**src/hdl/fuv_pkg.sv**
```systemverilog
// shared types, constants and the byte classifier for the framed utf-8 validator
// no dependencies; imported by every module of the block
package fuv_pkg;

  // payload length limits
  localparam logic [31:0] MAX_FRAME = 32'd65536;
  localparam logic [16:0] LEN_SAT   = 17'h10000;
  localparam logic [16:0] MAX_LEN_RESET = 17'h10000;

  // token queue between front and back
  localparam int unsigned TOK_DEPTH = 4;
  localparam int unsigned TOK_AW    = $clog2(TOK_DEPTH);
  localparam int unsigned TOK_CW    = $clog2(TOK_DEPTH + 1);

  // result queue depth inside the back end
  localparam int unsigned RES_DEPTH = 2;
  localparam int unsigned RES_AW    = $clog2(RES_DEPTH);
  localparam int unsigned RES_CW    = $clog2(RES_DEPTH + 1);

  // utf-8 range limits
  localparam logic [20:0] CP_MAX    = 21'h10ffff;
  localparam logic [20:0] SURR_LO   = 21'h00d800;
  localparam logic [20:0] SURR_HI   = 21'h00dfff;
  localparam logic [20:0] MIN_TWO   = 21'h000080;
  localparam logic [20:0] MIN_THREE = 21'h000800;
  localparam logic [20:0] MIN_FOUR  = 21'h010000;

  typedef enum logic [1:0] {
    ST_OK         = 2'd0,
    ST_BAD_LENGTH = 2'd1,
    ST_BAD_UTF8   = 2'd2
  } status_e;

  // meaning of a byte at the start of a sequence
  typedef enum logic [2:0] {
    BC_NUL   = 3'd0,
    BC_ASCII = 3'd1,
    BC_LEAD2 = 3'd2,
    BC_LEAD3 = 3'd3,
    BC_LEAD4 = 3'd4,
    BC_BAD   = 3'd5
  } bcls_e;

  // one transaction from the front end to the back end
  typedef struct packed {
    logic        bad_len;
    logic        first;
    logic        last;
    logic [7:0]  data;
    bcls_e       cls;
    logic        is_cont;
    logic [16:0] len;
  } tok_t;

  // one verdict waiting at the result side
  typedef struct packed {
    status_e     status;
    logic [16:0] len;
  } res_t;

  function automatic bcls_e classify_byte(input logic [7:0] b);
    bcls_e c;
    c = BC_BAD;
    if (b == 8'h00) begin
      c = BC_NUL;
    end else if (b < 8'h80) begin
      c = BC_ASCII;
    end else if (b >= 8'hc2 && b <= 8'hdf) begin
      c = BC_LEAD2;
    end else if (b >= 8'he0 && b <= 8'hef) begin
      c = BC_LEAD3;
    end else if (b >= 8'hf0 && b <= 8'hf4) begin
      c = BC_LEAD4;
    end
    return c;
  endfunction

endpackage

```
**src/hdl/fuv_front.sv**
```systemverilog
// front end: frame header parsing, length check, payload counting, byte classes
// depends on fuv_pkg; feeds the token queue
module fuv_front import fuv_pkg::*; (
  input  logic        clk_i,
  input  logic        rst_ni,
  input  logic        push_i,
  input  logic        action_i,
  input  logic [7:0]  data_byte_i,
  input  logic        cfg_valid_i,
  input  logic [16:0] cfg_data_i,
  input  logic        tok_full_i,
  output logic        tok_wr_o,
  output tok_t        tok_o
);

  typedef enum logic [2:0] {
    PH_HEADER  = 3'b001,
    PH_PAYLOAD = 3'b010,
    PH_HALTED  = 3'b100
  } phase_e;

  phase_e      phase_q, phase_d;
  logic [1:0]  hdr_cnt_q, hdr_cnt_d;
  logic [31:0] len_q, len_d;
  logic [16:0] rem_q, rem_d;
  logic [16:0] max_q;
  logic        accept;
  logic [31:0] len_shift;
  logic        len_bad;
  logic [16:0] len_sat;

  assign accept    = push_i && !tok_full_i;
  assign len_shift = {len_q[23:0], data_byte_i};
  assign len_bad   = (len_shift == 32'd0) || (len_shift > {15'd0, max_q}) ||
                     (len_shift > MAX_FRAME);
  assign len_sat   = (len_shift > {15'd0, LEN_SAT}) ? LEN_SAT : len_shift[16:0];

  // length limit register
  always_ff @(posedge clk_i or negedge rst_ni) begin
    if (!rst_ni) begin
      max_q <= MAX_LEN_RESET;
    end else if (cfg_valid_i) begin
      max_q <= cfg_data_i;
    end
  end

  // frame sequencing and token build
  always_comb begin
    phase_d   = phase_q;
    hdr_cnt_d = hdr_cnt_q;
    len_d     = len_q;
    rem_d     = rem_q;
    tok_wr_o  = 1'b0;
    tok_o.bad_len = 1'b0;
    tok_o.first   = (rem_q == len_q[16:0]);
    tok_o.last    = (rem_q == 17'd1);
    tok_o.data    = data_byte_i;
    tok_o.cls     = classify_byte(data_byte_i);
    tok_o.is_cont = (data_byte_i[7:6] == 2'b10);
    tok_o.len     = len_q[16:0];
    if (accept) begin
      if (action_i) begin
        phase_d   = PH_HEADER;
        hdr_cnt_d = 2'd0;
        len_d     = 32'd0;
        rem_d     = 17'd0;
      end else begin
        case (phase_q)
          PH_HEADER: begin
            len_d     = len_shift;
            hdr_cnt_d = hdr_cnt_q + 2'd1;
            if (hdr_cnt_q == 2'd3) begin
              if (len_bad) begin
                tok_wr_o      = 1'b1;
                tok_o.bad_len = 1'b1;
                tok_o.len     = len_sat;
                phase_d       = PH_HALTED;
              end else begin
                rem_d   = len_shift[16:0];
                phase_d = PH_PAYLOAD;
              end
            end
          end
          PH_PAYLOAD: begin
            tok_wr_o = 1'b1;
            rem_d    = rem_q - 17'd1;
            if (rem_q == 17'd1) begin
              phase_d = PH_HEADER;
              len_d   = 32'd0;
            end
          end
          default: begin
          end
        endcase
      end
    end
  end

  always_ff @(posedge clk_i or negedge rst_ni) begin
    if (!rst_ni) begin
      phase_q   <= PH_HEADER;
      hdr_cnt_q <= 2'd0;
      len_q     <= 32'd0;
      rem_q     <= 17'd0;
    end else begin
      phase_q   <= phase_d;
      hdr_cnt_q <= hdr_cnt_d;
      len_q     <= len_d;
      rem_q     <= rem_d;
    end
  end

  // payload phase always has bytes left
  a_rem_nonzero: assert property (@(posedge clk_i) disable iff (!rst_ni)
    phase_q == PH_PAYLOAD |-> rem_q != 17'd0 && rem_q <= len_q[16:0])
    else $error("payload phase with bad remaining count");

  // a payload frame never exceeds the saturation limit
  a_len_bound: assert property (@(posedge clk_i) disable iff (!rst_ni)
    phase_q == PH_PAYLOAD |-> len_q <= MAX_FRAME)
    else $error("payload length above limit");

endmodule

```
**src/hdl/fuv_tok_fifo.sv**
```systemverilog
// token queue between front end and back end
// depends on fuv_pkg
module fuv_tok_fifo import fuv_pkg::*; (
  input  logic clk_i,
  input  logic rst_ni,
  input  logic wr_i,
  input  tok_t wr_data_i,
  output logic full_o,
  input  logic rd_i,
  output logic valid_o,
  output tok_t rd_data_o
);

  tok_t               mem_q [TOK_DEPTH];
  logic [TOK_AW-1:0]  wr_ptr_q, rd_ptr_q;
  logic [TOK_CW-1:0]  cnt_q;
  logic               do_wr, do_rd;

  assign full_o    = (cnt_q == TOK_CW'(TOK_DEPTH));
  assign valid_o   = (cnt_q != '0);
  assign do_wr     = wr_i && !full_o;
  assign do_rd     = rd_i && valid_o;
  assign rd_data_o = mem_q[rd_ptr_q];

  // storage
  always_ff @(posedge clk_i) begin
    if (do_wr) begin
      mem_q[wr_ptr_q] <= wr_data_i;
    end
  end

  // pointers and fill count
  always_ff @(posedge clk_i or negedge rst_ni) begin
    if (!rst_ni) begin
      wr_ptr_q <= '0;
      rd_ptr_q <= '0;
      cnt_q    <= '0;
    end else begin
      if (do_wr) begin
        wr_ptr_q <= wr_ptr_q + TOK_AW'(1);
      end
      if (do_rd) begin
        rd_ptr_q <= rd_ptr_q + TOK_AW'(1);
      end
      cnt_q <= cnt_q + TOK_CW'(do_wr) - TOK_CW'(do_rd);
    end
  end

endmodule

```
**src/hdl/fuv_back.sv**
```systemverilog
// back end: utf-8 sequence checker and result queue
// depends on fuv_pkg; consumes tokens from the token queue
module fuv_back import fuv_pkg::*; (
  input  logic        clk_i,
  input  logic        rst_ni,
  input  logic        tok_valid_i,
  input  tok_t        tok_i,
  output logic        tok_rd_o,
  output logic        empty_o,
  input  logic        pop_i,
  output logic [1:0]  status_o,
  output logic [16:0] frame_length_o
);

  logic [1:0]  pend_q, size_q, pend_e, size_e, pend_n, size_n;
  logic [20:0] cp_q, cp_e, cp_n, cp_c;
  logic        fail_q, fail_e, fail_n;
  logic [20:0] cp_min;
  logic        take, emit;
  res_t        res_d;

  res_t              res_q [RES_DEPTH];
  logic [RES_AW-1:0] wr_ptr_q, rd_ptr_q;
  logic [RES_CW-1:0] cnt_q;
  logic              do_pop;

  assign take     = tok_valid_i && (cnt_q != RES_CW'(RES_DEPTH));
  assign tok_rd_o = take;
  assign emit     = take && (tok_i.bad_len || tok_i.last);

  // sequence state as seen by this byte, cleared at frame start
  always_comb begin
    if (tok_i.first) begin
      pend_e = 2'd0;
      size_e = 2'd0;
      cp_e   = 21'd0;
      fail_e = 1'b0;
    end else begin
      pend_e = pend_q;
      size_e = size_q;
      cp_e   = cp_q;
      fail_e = fail_q;
    end
  end

  // one byte of utf-8 checking
  always_comb begin
    pend_n = pend_e;
    size_n = size_e;
    cp_n   = cp_e;
    fail_n = fail_e;
    cp_c   = {cp_e[14:0], tok_i.data[5:0]};
    case (size_e)
      2'd1:    cp_min = MIN_TWO;
      2'd2:    cp_min = MIN_THREE;
      default: cp_min = MIN_FOUR;
    endcase
    if (!fail_e) begin
      if (pend_e == 2'd0) begin
        case (tok_i.cls)
          BC_NUL:   fail_n = 1'b1;
          BC_ASCII: ;
          BC_LEAD2: begin
            pend_n = 2'd1;
            size_n = 2'd1;
            cp_n   = {16'd0, tok_i.data[4:0]};
          end
          BC_LEAD3: begin
            pend_n = 2'd2;
            size_n = 2'd2;
            cp_n   = {17'd0, tok_i.data[3:0]};
          end
          BC_LEAD4: begin
            pend_n = 2'd3;
            size_n = 2'd3;
            cp_n   = {18'd0, tok_i.data[2:0]};
          end
          default:  fail_n = 1'b1;
        endcase
      end else if (!tok_i.is_cont) begin
        fail_n = 1'b1;
      end else begin
        pend_n = pend_e - 2'd1;
        cp_n   = cp_c;
        if (pend_e == 2'd1) begin
          if (cp_c < cp_min || cp_c > CP_MAX || (cp_c >= SURR_LO && cp_c <= SURR_HI)) begin
            fail_n = 1'b1;
          end
          cp_n   = 21'd0;
          size_n = 2'd0;
        end
      end
    end
  end

  // verdict for the result queue
  always_comb begin
    res_d.len = tok_i.len;
    if (tok_i.bad_len) begin
      res_d.status = ST_BAD_LENGTH;
    end else if (fail_n || pend_n != 2'd0) begin
      res_d.status = ST_BAD_UTF8;
    end else begin
      res_d.status = ST_OK;
    end
  end

  always_ff @(posedge clk_i or negedge rst_ni) begin
    if (!rst_ni) begin
      pend_q <= 2'd0;
      size_q <= 2'd0;
      cp_q   <= 21'd0;
      fail_q <= 1'b0;
    end else if (take && !tok_i.bad_len) begin
      pend_q <= pend_n;
      size_q <= size_n;
      cp_q   <= cp_n;
      fail_q <= fail_n;
    end
  end

  // result queue
  assign empty_o        = (cnt_q == '0);
  assign do_pop         = pop_i && !empty_o;
  assign status_o       = res_q[rd_ptr_q].status;
  assign frame_length_o = res_q[rd_ptr_q].len;

  always_ff @(posedge clk_i) begin
    if (emit) begin
      res_q[wr_ptr_q] <= res_d;
    end
  end

  always_ff @(posedge clk_i or negedge rst_ni) begin
    if (!rst_ni) begin
      wr_ptr_q <= '0;
      rd_ptr_q <= '0;
      cnt_q    <= '0;
    end else begin
      if (emit) begin
        wr_ptr_q <= wr_ptr_q + RES_AW'(1);
      end
      if (do_pop) begin
        rd_ptr_q <= rd_ptr_q + RES_AW'(1);
      end
      cnt_q <= cnt_q + RES_CW'(emit) - RES_CW'(do_pop);
    end
  end

  // result queue never overfills
  a_res_cnt: assert property (@(posedge clk_i) disable iff (!rst_ni)
    cnt_q <= RES_CW'(RES_DEPTH))
    else $error("result queue overflow");

  // open sequence never has more bytes pending than its size
  a_pend_size: assert property (@(posedge clk_i) disable iff (!rst_ni)
    pend_q != 2'd0 |-> size_q >= pend_q)
    else $error("pending count exceeds sequence size");

  // no open sequence means the accumulator is clear
  a_idle_clear: assert property (@(posedge clk_i) disable iff (!rst_ni)
    pend_q == 2'd0 |-> cp_q == 21'd0 && size_q == 2'd0)
    else $error("stale code point with no open sequence");

  // a verdict lands in the queue the cycle after it is formed
  a_emit_cnt: assert property (@(posedge clk_i) disable iff (!rst_ni)
    emit && !do_pop |=> cnt_q == $past(cnt_q) + RES_CW'(1))
    else $error("verdict lost on the way to the result queue");

endmodule

```
**src/hdl/framed_utf8_validator.sv**
```systemverilog
// top level of the framed utf-8 validator
// depends on fuv_pkg, fuv_front, fuv_tok_fifo, fuv_back
//
// The block takes one stream byte per clock (push while full is low) and gives one
// verdict per frame: a 4-byte big-endian length, then the payload checked as strict
// UTF-8. The front end parses headers and counts payload bytes; it hands each
// payload byte or bad-length verdict through a 4-entry token queue to the back end,
// which runs the UTF-8 checker and keeps a 2-entry result queue. Throughput is one
// byte per cycle while full is low; the last payload byte (or the last header byte
// for a bad length) passes through the token queue, and the frame's verdict is then
// registered into the result queue, from which it shows on the result side. full rises
// only when the result side is stalled and both queues have filled. The length limit
// written on the configuration port is always accepted, used at the next length check.
module framed_utf8_validator import fuv_pkg::*; (
  input  logic        clk_i,
  input  logic        rst_ni,
  input  logic        push,
  output logic        full,
  input  logic        action_i,
  input  logic [7:0]  data_byte_i,
  output logic        empty,
  input  logic        pop,
  output logic [1:0]  status_o,
  output logic [16:0] frame_length_o,
  input  logic        cfg_valid_i,
  output logic        cfg_ready_o,
  input  logic [16:0] cfg_data_i
);

  logic tok_wr, tok_full, tok_valid, tok_rd;
  tok_t tok_wr_data, tok_rd_data;

  assign cfg_ready_o = 1'b1;
  assign full        = tok_full;

  // header parsing and byte classification
  fuv_front u_front (
    .clk_i       (clk_i),
    .rst_ni      (rst_ni),
    .push_i      (push),
    .action_i    (action_i),
    .data_byte_i (data_byte_i),
    .cfg_valid_i (cfg_valid_i),
    .cfg_data_i  (cfg_data_i),
    .tok_full_i  (tok_full),
    .tok_wr_o    (tok_wr),
    .tok_o       (tok_wr_data)
  );

  // decoupling queue
  fuv_tok_fifo u_tok_fifo (
    .clk_i     (clk_i),
    .rst_ni    (rst_ni),
    .wr_i      (tok_wr),
    .wr_data_i (tok_wr_data),
    .full_o    (tok_full),
    .rd_i      (tok_rd),
    .valid_o   (tok_valid),
    .rd_data_o (tok_rd_data)
  );

  // utf-8 checking and result queue
  fuv_back u_back (
    .clk_i          (clk_i),
    .rst_ni         (rst_ni),
    .tok_valid_i    (tok_valid),
    .tok_i          (tok_rd_data),
    .tok_rd_o       (tok_rd),
    .empty_o        (empty),
    .pop_i          (pop),
    .status_o       (status_o),
    .frame_length_o (frame_length_o)
  );

endmodule
```
**config.mk**
```make
export PLATFORM = sky130hd
export DESIGN_NAME = framed_utf8_validator
export DESIGN_NICKNAME = d
export VERILOG_FILES = /design/src/hdl/fuv_pkg.sv /design/src/hdl/fuv_front.sv /design/src/hdl/fuv_tok_fifo.sv /design/src/hdl/fuv_back.sv /design/src/hdl/framed_utf8_validator.sv
export SDC_FILE = /design/constraint.sdc
export NUM_CORES = 1
export LEC_CHECK = 0
export ABC_AREA = 1
export BUFFER_PORTS_ARGS = -buffer_cell sky130_fd_sc_hd__buf_4
export CORE_ASPECT_RATIO = 1.25
export CORE_MARGIN = 2
export CORE_UTILIZATION = 41
export CTS_CLUSTER_DIAMETER = 150
export DETAILED_ROUTE_END_ITERATION = 10
export PLACE_DENSITY = 0.53
export SETUP_SLACK_MARGIN = 0.05
export SKIP_CTS_REPAIR_TIMING = 1
export SLEW_MARGIN = 20
export SYNTH_ARGS = -nofsm -noshare
export SYNTH_HDL_FRONTEND = slang
export SYNTH_SLANG_ARGS = --single-unit
export TNS_END_PERCENT = 10
```
**constraint.sdc**
```tcl
create_clock -name clk_i -period 4.7 [get_ports clk_i]
set_clock_uncertainty 0.2 [all_clocks]
set_input_delay 0.47 -clock clk_i [delete_from_list [all_inputs] [get_ports clk_i]]
set_output_delay 0.47 -clock clk_i [all_outputs]
set_load 0.01 [all_outputs]
```
==> parameters.txt <==
Parameter                              Value

Route
  Ratio of routed vias to standard cells    between 5 and 6
  Overall via count from detail_route    about 8.8k
  Initial detailed-routing violation count    about 680
  ANT nets after route    0
  Pre-antenna DRT Iters    5
  Drt total wl    29600 um
  Post-detailed-route DRC marker count    0
  Drt wl/cell    between 15 and 20 um

Place
  RD Place Congestion    roughly 0.84
  Hpwl dp    19500 um
  Instance count after placement with tap cells included    between 1.5k and 2k
  Number of port buffers    51

Synth
  Post-Synthesis Mean Instance Area    about 9.9 um2
  Primary flip-flop cell chosen by synthesis mapping    edfxtp_1
  Post-synthesis sequential area ratio    between 50% and 60%
  Fraction of synthesis flops using an asynchronous set or reset pin    a little under two fifths
  EDFF count, synth    ~160
  Yosys synthesis warning count    0
  Combined area of all synthesized cells    about 12000 um2
  Net count after synthesis    1295
  Synthesized instance count    around 1.2k
  Number of library cell types mapped by synthesis    61
  Count of state elements after synthesis    252

STA
  Number of hold-slack violations in the final timing report    0
  Number of setup violations in the final report    0
  Final max-slew violation count    0
  Sum of negative setup slack    0 ps
  Tightest Pin Transition    just under 1000 ps
  Unrepaired setup endpoints after global routing    no
  Share of the clock period used by the worst path after layout    74.7%
  Shortest period the worst path allows    roughly 3500 ps
  Slew margin rel.    between 30% and 40%
  Fmax achieved    about 0.28 GHz

Layout
  Leading cell types in the layout, fill and taps excluded    nand2_1 (256), edfxtp_1 (158), nor2_1 (111), o21ai_0 (111), inv_1 (96)
  Number of nets in the layout    ~1.4k
  Non-filler cells, final    ~1.7k
  Number of filler cells placed in the layout    2811
  Most common cell after layout, fill and taps aside    nand2_1
  Count of inserted antenna diode cells    0
  Share of final-layout standard cells stronger than drive strength 1    14.0%
  Growth of design area from synthesis to finish    15.5%

Global route
  Remaining global-route overflow    0
  Largest net degree at the start of global routing    between 60 and 70
  Antenna violations before repair    0
  GRT Overall Usage    19.4%
  Vias in the first global route    8499
  Wire length of the first global-routing pass    46600 um

Setup path
  Ordered list of cells on the worst path    inv_4 > nand2_1 > nand3_1 > nand2_1 > inv_2 > nor2_1 > inv_1 > ha_1 > inv_1 > nand2_1 > nand2_1 > o21ai_0 > o211ai_1 > nor2_1 > nand3_1 > nand2_1 > inv_1
  Worst Setup SP    u_tok_fifo.rd_ptr_q[0]$_DFFE_PN0P_
  Worst flop-to-flop path startpoint    u_tok_fifo.rd_ptr_q[0]$_DFFE_PN0P_
  Length in cells of the worst reg-to-reg path    17
  Category of the worst setup path launch point    register
  Worst Path Max Fanout    21
  Crit-path most repeated cell    nand2_1
  Flop2flop setup slack    roughly 1200 ps
  End of the worst register-to-register path    u_back.res_q[0][18]$_DFFE_PP_
  Endpoint type of the worst setup path    register
  CP max stage cell    dfrtp_2
  Arrival time of data at the critical path endpoint    around 3600 ps
  Capturing instance or port of the critical path    u_back.res_q[0][18]$_DFFE_PP_
  Largest incremental delay on the critical path    ~560 ps
  Category of the most critical setup path    reg2reg
  Worst Path Required    4790 ps

Clocking
  Max clock buf depth    3
  Clock transition at the register clock pins on the worst setup and hold paths after CTS    60 ps
  CTS root buf    clkbuf_16
  TritonCTS clock tree    done
  Num CTS Buffers    28
  Insertion delay to the later sink of the worst-skew pair    between 500 and 600 ps
  H-tree depth    1
  Count of clock tree sinks    ~250

Floorplan
  Die W    ~160 um
  Area inside the core boundary    29300 um2
  Number of cell rows    70
  Effective utilization at floorplan    between 40% and 50%
  Die Footprint    about 31000 um2
  Boundary Pins    53
  Overall die height    around 200 um

Run status
  Run status    complete, no violations

Hold path
  Worst hold path cell count    1
  Class of the worst hold path    in2reg

Power
  Power per cell area    713 nW/um2
  Power after layout    10.0 mW
  Reported leakage power    ~5.9 nW
  Max rail drop VDD    285 uV

Run
  Maxcap violations    0
[worst max-delay path, delay by kind of cell, from the launching register on]
family,cells,cell delay [ps]
AND/OR/NAND/NOR,9,1020
buffers and inverters,5,900
flip-flops,1,560
adder cells (fa/ha/maj),1,360
AO/OA/AOI/OAI,2,220
[area by class of cell]
class                      count  area [um2]  area share (%)
multi-input combinational    797        4370            31.1
clock inverter                20         183            1.30
timing repair buffer          85         713            5.07
tap                          396         495            3.52
sequential                   252        7100            50.5
clock buffer                  32         726            5.16
inverter                     126         475            3.38
[how the worst min path moves through the flow]
stage | start | slack, ps | endpoint
floorplan | rst_ni | -30 | u_back.cnt_q[0]$_DFF_PN0_
global placement | u_front.hdr_cnt_q[0]$_DFFE_PN0P_ | 260 | u_front.hdr_cnt_q[0]$_DFFE_PN0P_
detailed placement | u_front.hdr_cnt_q[0]$_DFFE_PN0P_ | 270 | u_front.hdr_cnt_q[0]$_DFFE_PN0P_
CTS | cfg_data_i[6] | -100 | u_front.max_q[6]$_DFFE_PN0P_
global route | data_byte_i[4] | 5 | u_tok_fifo.mem_q[1][25]$_DFFE_PP_
finish | data_byte_i[4] | 20 | u_tok_fifo.mem_q[2][25]$_DFFE_PP_
[state kept, by name, summed over array words and instances, names as in the netlist, 3 cells and up]
| signal | count |
|---|---|
| u_tok_fifo.mem_q | 120 |
| u_back.res_q | 38 |
| u_front.len_q | 24 |
| u_front.max_q | 17 |
| u_front.rem_q | 17 |
| u_back.cp_q | 15 |
| u_front.phase_q | 3 |
| u_tok_fifo.cnt_q | 3 |
[power breakdown]
group | total, mW | internal (mW) | switching, mW
clock | 2.15 | 1.27 | 0.876
sequential | 3.71 | 3.20 | 0.512
combinational | 4.17 | 1.43 | 2.75
total | 10.0 | 5.89 | 4.14
[logic make-up (layout without fill, tap and decap cells)]
family	count (synthesis)	count (layout)	synth area share, %
adders and majority gates	35	35	3.66
muxes	1	1	0.0924
other	1	1	0.0308
DFF	252	252	58.3
xor gates and xnor gates	28	28	2.01
buffers and inverters	180	263	6.20
AOI/OAI and AO/OA	236	236	11.2
and+or+nand+nor	496	496	18.6
[metrics by stage]
| step | hold slack [ps] | setup slack [ps] | instance area [um2] | utilization, % |
|---|---|---|---|---|
| 2_1_floorplan | -25.6 | 983 | 12200 | - |
| 3_3_place_gp | 263 | 1220 | 12900 | 44.2 |
| 3_5_place_dp | 273 | 1210 | 12900 | 44.2 |
| 4_1_cts | -97.6 | 1180 | 13800 | 47.3 |
| 5_1_grt | 5.41 | 860 | 14100 | 48.1 |
| 6_report | 19.1 | 1190 | 14100 | 48.1 |
[metal layers]
layer | vias up | track usage, % | share of wire (%)
li1 | 4323 | - | -
met1 | 4198 | 24.6 | 43
met2 | 187 | 34.2 | 50
met3 | 54 | 2.42 | 3.7
met4 | 0 | 6.24 | 2.8
met5 | - | 0 | 0
[cells in the mapped netlist, types with 3 or more instances]
library cell / number / area share, %
ha_1: 34 / 3.5
xor2_1: 20 / 1.4
a31oi_1: 6 / 0.31
clkbuf_1: 31 / 0.96
a22oi_1: 3 / 0.18
nand3_1: 77 / 3.2
nor4_1: 5 / 0.26
nand4_1: 9 / 0.46
nor3_1: 5 / 0.21
buf_6: 3 / 0.28
inv_2: 28 / 0.86
o21ai_0: 111 / 4.6
o22ai_1: 43 / 2.2
buf_4: 7 / 0.43
o21ai_1: 10 / 0.41
inv_1: 96 / 3.0
nand2_1: 256 / 7.9
nor4_2: 4 / 0.41
xnor2_1: 8 / 0.58
a21boi_1: 4 / 0.25
o21ai_2: 6 / 0.43
nor2_1: 111 / 3.4
o211ai_1: 3 / 0.18
edfxtp_1: 158 / 39
dfrtp_1: 92 / 19
nand2_2: 4 / 0.21
nor3_4: 3 / 0.40
buf_2: 10 / 0.41
a21oi_1: 37 / 1.5
Note: power is estimated with default switching activity, not from simulation.
